===== src/rtl/tccr_pkg.sv =====
// package for the terminal cell colour resolver
// holds payload and control types, codes, the xterm reset palette and the faint scaling
// no dependencies
package tccr_pkg;

   localparam int PALETTE_ENTRIES = 256;
   localparam int PALETTE_ADDR_W = $clog2(PALETTE_ENTRIES);
   localparam int RGB_W = 24;
   localparam int KIND_W = 2;
   localparam int CSR_INDEX_W = 1;

   localparam int QUEUE_DEPTH = 2;
   localparam int QUEUE_PTR_W = $clog2(QUEUE_DEPTH);
   localparam int QUEUE_CNT_W = $clog2(QUEUE_DEPTH + 1);

   // operation codes
   localparam logic OP_RESOLVE = 1'b0;
   localparam logic OP_WRITE = 1'b1;

   // colour spec kinds, the unused code falls back to default
   localparam logic [KIND_W-1:0] KIND_DEFAULT = 2'd0;
   localparam logic [KIND_W-1:0] KIND_INDEXED = 2'd1;
   localparam logic [KIND_W-1:0] KIND_DIRECT = 2'd2;

   // register indexes
   localparam logic [CSR_INDEX_W-1:0] CSR_DEFAULT_FG = 1'd0;
   localparam logic [CSR_INDEX_W-1:0] CSR_DEFAULT_BG = 1'd1;

   localparam logic [RGB_W-1:0] DEFAULT_FG_RESET = 24'hDCDCDC;
   localparam logic [RGB_W-1:0] DEFAULT_BG_RESET = 24'h1E1E1E;

   typedef logic [RGB_W-1:0] rgb_type;

   typedef struct packed {
      logic                      operation;
      logic [KIND_W-1:0]         fg_kind;
      logic [PALETTE_ADDR_W-1:0] fg_index;
      rgb_type                   fg_rgb;
      logic [KIND_W-1:0]         bg_kind;
      logic [PALETTE_ADDR_W-1:0] bg_index;
      rgb_type                   bg_rgb;
      logic                      inverse_flag;
      logic                      faint_flag;
      logic                      invisible_flag;
      logic [PALETTE_ADDR_W-1:0] entry_index;
      rgb_type                   entry_color;
   } req_type;

   typedef struct packed {
      rgb_type fg_color;
      rgb_type bg_color;
   } rsp_type;

   // item as stored in the queue, with its class decoded on entry
   typedef struct packed {
      logic    is_write;
      logic    fg_lookup;
      logic    bg_lookup;
      req_type item;
   } queue_entry_type;

   typedef struct packed {
      logic            valid;
      queue_entry_type entry;
   } front_to_back_type;

   typedef struct packed {
      rgb_type default_fg;
      rgb_type default_bg;
   } cfg_type;

   typedef rgb_type palette_table_type [PALETTE_ENTRIES];

   localparam rgb_type BASE_COLOURS [16] = '{
      24'h000000, 24'hCD3131, 24'h0DBC79, 24'hE5E510,
      24'h2472C8, 24'hBC3FBC, 24'h11A8CD, 24'hE5E5E5,
      24'h666666, 24'hF14C4C, 24'h23D18B, 24'hF5F543,
      24'h3B8EEA, 24'hD670D6, 24'h29B8DB, 24'hFFFFFF
   };

   localparam logic [7:0] CUBE_LEVELS [6] = '{8'd0, 8'd95, 8'd135, 8'd175, 8'd215, 8'd255};

   localparam int CUBE_BASE = 16;
   localparam int CUBE_SIZE = 216;
   localparam int GREY_BASE = 232;
   localparam int GREY_STEPS = 24;

   // evaluated at elaboration only
   function automatic palette_table_type build_xterm_palette();
      palette_table_type tbl;
      int g;
      for (int i = 0; i < 16; i++) begin
         tbl[i] = BASE_COLOURS[i];
      end
      for (int i = 0; i < CUBE_SIZE; i++) begin
         tbl[CUBE_BASE + i] = {CUBE_LEVELS[(i / 36) % 6], CUBE_LEVELS[(i / 6) % 6],
                               CUBE_LEVELS[i % 6]};
      end
      for (int i = 0; i < GREY_STEPS; i++) begin
         g = 8 + i * 10;
         tbl[GREY_BASE + i] = {3{8'(g)}};
      end
      return tbl;
   endfunction

   localparam palette_table_type XTERM_PALETTE = build_xterm_palette();

   // round(2v/3) as (2v + 1) / 3, divide by 3 through 683 / 2048, exact below 2047
   function automatic logic [7:0] two_thirds(logic [7:0] v);
      logic [9:0]  t;
      logic [19:0] p;
      t = {1'b0, v, 1'b0} + 10'd1;
      p = 20'(t) * 20'd683;
      return p[18:11];
   endfunction

   function automatic rgb_type darken(rgb_type c);
      return {two_thirds(c[23:16]), two_thirds(c[15:8]), two_thirds(c[7:0])};
   endfunction

endpackage


===== src/rtl/tccr_front.sv =====
// front end: accepts transactions, decodes their class, and queues them for the back end
// depends on tccr_pkg
module tccr_front (
   input  logic                       clock,
   input  logic                       reset,
   input  logic                       start,
   output logic                       busy,
   input  tccr_pkg::req_type          req_payload,
   output tccr_pkg::front_to_back_type to_back
);

   tccr_pkg::queue_entry_type          queue_ff [tccr_pkg::QUEUE_DEPTH];
   logic [tccr_pkg::QUEUE_PTR_W-1:0]  wr_ptr_ff;
   logic [tccr_pkg::QUEUE_PTR_W-1:0]  rd_ptr_ff;
   logic [tccr_pkg::QUEUE_CNT_W-1:0]  count_ff;
   logic [tccr_pkg::QUEUE_CNT_W-1:0]  count_in;
   tccr_pkg::queue_entry_type          entry_in;
   logic                               full;
   logic                               push;
   logic                               pop;

   assign full = (count_ff == tccr_pkg::QUEUE_CNT_W'(tccr_pkg::QUEUE_DEPTH));
   assign busy = reset | full;
   assign push = start & ~busy;
   // back end never stalls, head leaves as soon as it is there
   assign pop = (count_ff != '0);

   always_comb begin
      entry_in.item = req_payload;
      entry_in.is_write = (req_payload.operation == tccr_pkg::OP_WRITE);
      entry_in.fg_lookup = (req_payload.fg_kind == tccr_pkg::KIND_INDEXED);
      entry_in.bg_lookup = (req_payload.bg_kind == tccr_pkg::KIND_INDEXED);
   end

   always_comb begin
      count_in = count_ff;
      if (push && !pop) begin
         count_in = count_ff + 1'b1;
      end else if (pop && !push) begin
         count_in = count_ff - 1'b1;
      end
   end

   always_ff @(posedge clock) begin
      if (reset) begin
         wr_ptr_ff <= '0;
         rd_ptr_ff <= '0;
         count_ff <= '0;
      end else begin
         count_ff <= count_in;
         if (push) begin
            wr_ptr_ff <= wr_ptr_ff + 1'b1;
         end
         if (pop) begin
            rd_ptr_ff <= rd_ptr_ff + 1'b1;
         end
      end
   end

   always_ff @(posedge clock) begin
      if (push) begin
         queue_ff[wr_ptr_ff] <= entry_in;
      end
   end

   assign to_back.valid = pop;
   assign to_back.entry = queue_ff[rd_ptr_ff];

endmodule


===== config.mk =====
export PLATFORM = sky130hd
export DESIGN_NAME = tccr_front
export DESIGN_NICKNAME = d
export VERILOG_FILES = /design/src/rtl/tccr_pkg.sv /design/src/rtl/tccr_front.sv
export SDC_FILE = /design/constraint.sdc
export NUM_CORES = 1
export LEC_CHECK = 0
export ABC_AREA = 0
export ABC_CLOCK_PERIOD_IN_PS = 12550
export BUFFER_PORTS_ARGS = -buffer_cell sky130_fd_sc_hd__clkbuf_2
export CAP_MARGIN = 20
export CORE_MARGIN = 2
export CORE_UTILIZATION = 47
export CTS_CLUSTER_DIAMETER = 100
export DETAILED_ROUTE_END_ITERATION = 10
export GPL_ROUTABILITY_DRIVEN = 0
export GPL_TIMING_DRIVEN = 0
export PLACE_DENSITY = 0.71
export SYNTH_ARGS = -nofsm -noshare
export SYNTH_HDL_FRONTEND = slang
export SYNTH_SLANG_ARGS = --single-unit

===== constraint.sdc =====
create_clock -name clock -period 12.55 [get_ports clock]
set_clock_uncertainty 0.1 [all_clocks]
set_input_delay 1.8825 -clock clock [delete_from_list [all_inputs] [get_ports clock]]
set_output_delay 1.8825 -clock clock [all_outputs]
set_load 0.01 [all_outputs]

### Word-level counts from Yosys, hierarchy flattened

Memories as Yosys holds them, arrays and structs flattened. A register that Yosys moved wholly into a read port is not among the register bits.
Cells that the tools add are included.

| storage, ports and cells | value |
|---|---|
| ROM bits | 0 |
| bits in latches | 0 |
| logic and storage cells | 26 |
| RAM bits | 214 |
| memories kept | 1 |
| input bits | 107 |
| register bits | 4 |

| operators by class | value |
|---|---|
| multiply operators | 0 |
| bitwise operators | 3 |
| reductions and logical operators | 6 |
| $add $sub $neg | 4 |
| shift-type cells | 0 |
| equal/unequal tests | 3 |
| magnitude comparators | 0 |
| divide/modulo/power cells | 0 |
| mux-type cells | 6 |

Memory list:

| memory | depth | bits a word | read ports | clocked after memory_dff | wr ports | RTL line | text |
|---|---|---|---|---|---|---|---|
| queue_ff | 2 | 107 | 1 | 1 | 1 | tccr_front.sv:12 | `tccr_pkg::queue_entry_type queue_ff [tccr_pkg::QUEUE_DEPTH];` |

Operators with widths:

| cell | number |
|---|---|
| $eq 2x1->1 const B | 2 |
| $mux 1 | 4 |
| $mux 2 | 2 |
| $reduce_bool 2->1 | 2 |
| $add 1x1->1 const B | 2 |
| $add 2x1->2 const B | 1 |
| $eq 2x2->1 const B | 1 |
| $logic_and 1x1->1 | 2 |
| $logic_not 1->1 | 2 |
| $sub 2x1->2 const B | 1 |
| $and 1x1->1 | 1 |
| $not 1->1 | 1 |
| $or 1x1->1 | 1 |

### Longest topological paths before layout

| logic depth | value |
|---|---|
| depth after elaboration | 8 |
| depth in mapped cells | 6 |
| mapped depth without buffers | 6 |

### Worst setup path after synthesis

No wires, ideal clock.

| timing path | value |
|---|---|
| path type | in2reg |
| start | input reset |
| end | memory queue_ff[0][0] (netlist name) (enable) |
| library setup time | 0.831 ns |
| data arrival time | 12.168 ns |
| required time | 11.619 ns |
| setup slack | -0.548 ns |
| cell stages on the path | 2 |
| path through | clkbuf_1 > nor4_1 |

| between the ends | value |
|---|---|
| longest elaborated chain between the ends | 5 |

RTL lines:

| element | RTL line | text |
|---|---|---|
| from (decl) | tccr_front.sv:5 | `input logic reset,` |
| $or 1x1->1 | tccr_front.sv:23 | `assign busy = reset \| full;` |
| $not 1->1 | tccr_front.sv:24 | `assign push = start & ~busy;` |
| $and 1x1->1 | tccr_front.sv:24 |  |
| $mux 1 | tccr_front.sv:61 | `if (push) begin` |
| $mux 1 (not written as such) | tccr_front.sv:62 | `queue_ff[wr_ptr_ff] <= entry_in;` |
| to (decl) | tccr_front.sv:12 |  |

Every way passes these cells.

### Worst setup path in the final report

| timing path | value |
|---|---|
| start | input reset |
| end | output busy |

| between the ends | value |
|---|---|
| longest elaborated chain between the ends | 1 |

RTL lines:

| element | RTL line | text |
|---|---|---|
| $or 1x1->1 | tccr_front.sv:23 |  |
| to (decl) | tccr_front.sv:7 | `output logic busy,` |

Every way passes these cells.

==> results.ini <==
[sta]
tns_ns=0
tightest_slew_ns=0.872
relSlewSlack_pct=41.4
rsz0062_at_grt=no
finalSetupViolCount=0
layout_setup_ws_ns=8.07
holdWs_ns=0.422
hold_violations=0
post-route-period-util_pct=35.7
fin_crit_ns=4.48
finalMaxSlewViolations=0
fmaxAchievable_mhz=223

[global_route]
grt_pass1_vias=4498
grt_pass1_wl_um=21900
gr-total-overflow=0
track_usage_pct=15.5
grt_max_degree=56
antenna_found_initial=0

[clocking]
cts-hold-fix-buffers=0
cts_made_buffers=22
htree_levels=1
cts_buffer_depth=3
cts_setup_buffers=0
clock_sinks=217
cts_tree=built
cts-resized-gates=0
clkTransAtPathRegs_ns=0.06
clkLatencyLatePin_ns=0.50
clock-root-buffer=clkbuf_16

[synthesis]
synthTopCellsByArea=edfxtp_1 79%, mux2_2 9.2%, mux2_4 7.4%
syn_area_um2=8060
synth_cell_type_count=19
avgSynthCellArea_um2=22.3
synthCells=362
yosysTopAreaCell=edfxtp_1
synth_top_area_share_pct=78.9
ys_ff_latch=217
syn-num-nets=470
ys_warn_count=0
synth_seq_area_share_pct=80.2

[worst_setup_path]
critPathLaunch=reset
regToRegStartpoint=count_ff[0]$_SDFFE_PP0P_
cp_cell_sequence=clkbuf_1, nor2_1, inv_1, clkbuf_2
critPathMaxFanout=8
startpoint_type=input pin
max_stage_delay_ns=0.32
critPathArrivalTime_ns=2.50
crit_type=in2out
endpoint_kind=output port
cp.required_ns=10.57
crit_slowest_cell=clkbuf_1
cp_num_buf_inv=3
critPathTopFamily=buffers and inverters

[detailed_routing]
routed_wl_um=14500
via_per_inst=4.94
vias=4162
ant_nets=0
drt_iter0_drc=226
wl_per_cell_um=17.2
drt-pass1-iter-count=4
drc=0

[layout]
antenna_cells=0
drive_above_1_share_pct=60.8
final_common_cell=clkbuf_2
nFillCells=1229
nets=717
layout_common_cells=214 x clkbuf_2, 212 x edfxtp_1, 66 x mux2_2, 40 x mux2_4, 23 x clkbuf_16
syn_to_final_growth_pct=28.1

[power]
power.leakage_nw=4.01
clkPwrFrac_pct=34.1
comb_power_share_pct=21.8
pwr-share-seq_pct=44.1
max-vdd-ir-drop_v=0.000132
powerDensity_nw_per_um2=192
swShare_pct=24.1
p_sw_mw=0.477
internal-power_mw=1.50

[die]
dieArea_um2=18200
start_util_pct=48.3
pin_count=216
rows=47
die_w_um=135
die_h_um=135
coreArea_um2=16700

[place]
dp_hpwl_um=10100
detailedPlace.worstSlack_ns=8.08
io_buffers=214

[min_path]
hp-class=reg2reg
min-delay-start=rd_ptr_ff$_SDFFE_PP0N_

[job]
drv_cap=0

[run_status]
status=finished, final reports clean

-- stage by stage --
step	util [%]	instances	total power, mW	instance area [um^2]
6_report	61.8	843	1.98	10300
5_1_grt	61.8	843	2.07	10300
4_1_cts	61.8	843	2.01	10300
3_5_place_dp	57.3	805	1.33	9560
3_3_place_gp	56.4	796	1.32	9420
2_1_floorplan	-	362	1.17	8070
-- area by class of cell --
cell class / instances / area [um^2] / share of cell area [%]
Tap cell: 220 / 275 / 2.67
Clock inverter: 10 / 149 / 1.44
Timing Repair Buffer: 223 / 1210 / 11.7
Multi-Input combinational cell: 127 / 1490 / 14.4
Clock buffer: 28 / 614 / 5.95
Buffer: 15 / 116 / 1.13
Inverter: 3 / 11.3 / 0.109
Sequential cell: 217 / 6470 / 62.6
-- metal layers --
layer  track usage [%]  vias to the layer above  routed length [um]
met2              27.2                      178                7080
met3              5.37                       35                1410
li1                  -                     1921                   -
met4              5.09                        0                 375
met5                 0                        -                   0
met1              17.9                     2028                5610
-- worst min-delay path: stages, from the launching register on --
cell and delay [ns]:
dfxtp_1 0.33, xor2_1 0.08, nor2_1 0.07
-- power groups by stage --
stage / combinational (mW) / clock, mW / sequential, mW
floorplan: 0.278 / 0 / 0.892
global placement: 0.419 / 0 / 0.898
detailed placement: 0.439 / 0 / 0.889
CTS: 0.442 / 0.693 / 0.874
global route: 0.467 / 0.721 / 0.877
finish: 0.432 / 0.675 / 0.873
-- synthesized netlist by cell type, drive strengths merged --
cell and number:
ha 1, clkbuf 1, inv 3, or3 2, mux2 106, xor2 3, nor3 1, and2 1
edfxtp 212, dfxtp 5, nor2b 3, nor2 5, buf 14, nor4 1, o21ai 2, a21oi 2
-- registers in the layout, summed over array words and instances (netlist names), named ones only --
name       flops
count_ff       2
rd_ptr_ff      1
queue_ff     212
wr_ptr_ff      1
-- cell families (layout without fill, tap and decap cells) --
group,Yosys count,count (layout),synth area share (%)
multiplexers,106,106,16.7
AND/OR/NAND/NOR,13,13,0.838
buffers and inverters,18,279,1.58
adder cells (fa/ha/maj),1,1,0.155
flip-flops,217,217,80.2
AO/OA/AOI/OAI,4,4,0.248
XOR/XNOR,3,3,0.326
-- worst paths after layout --
kind,endpoint,slack [ns],depth (start not counted)
max,busy,8.07,4
min,flop,0.42,2
max reg2reg,queue_ff[1][43]$_DFFE_PP_,10.25,4
min reg2reg,flop,0.42,2
(Power assumes the default switching activity.)
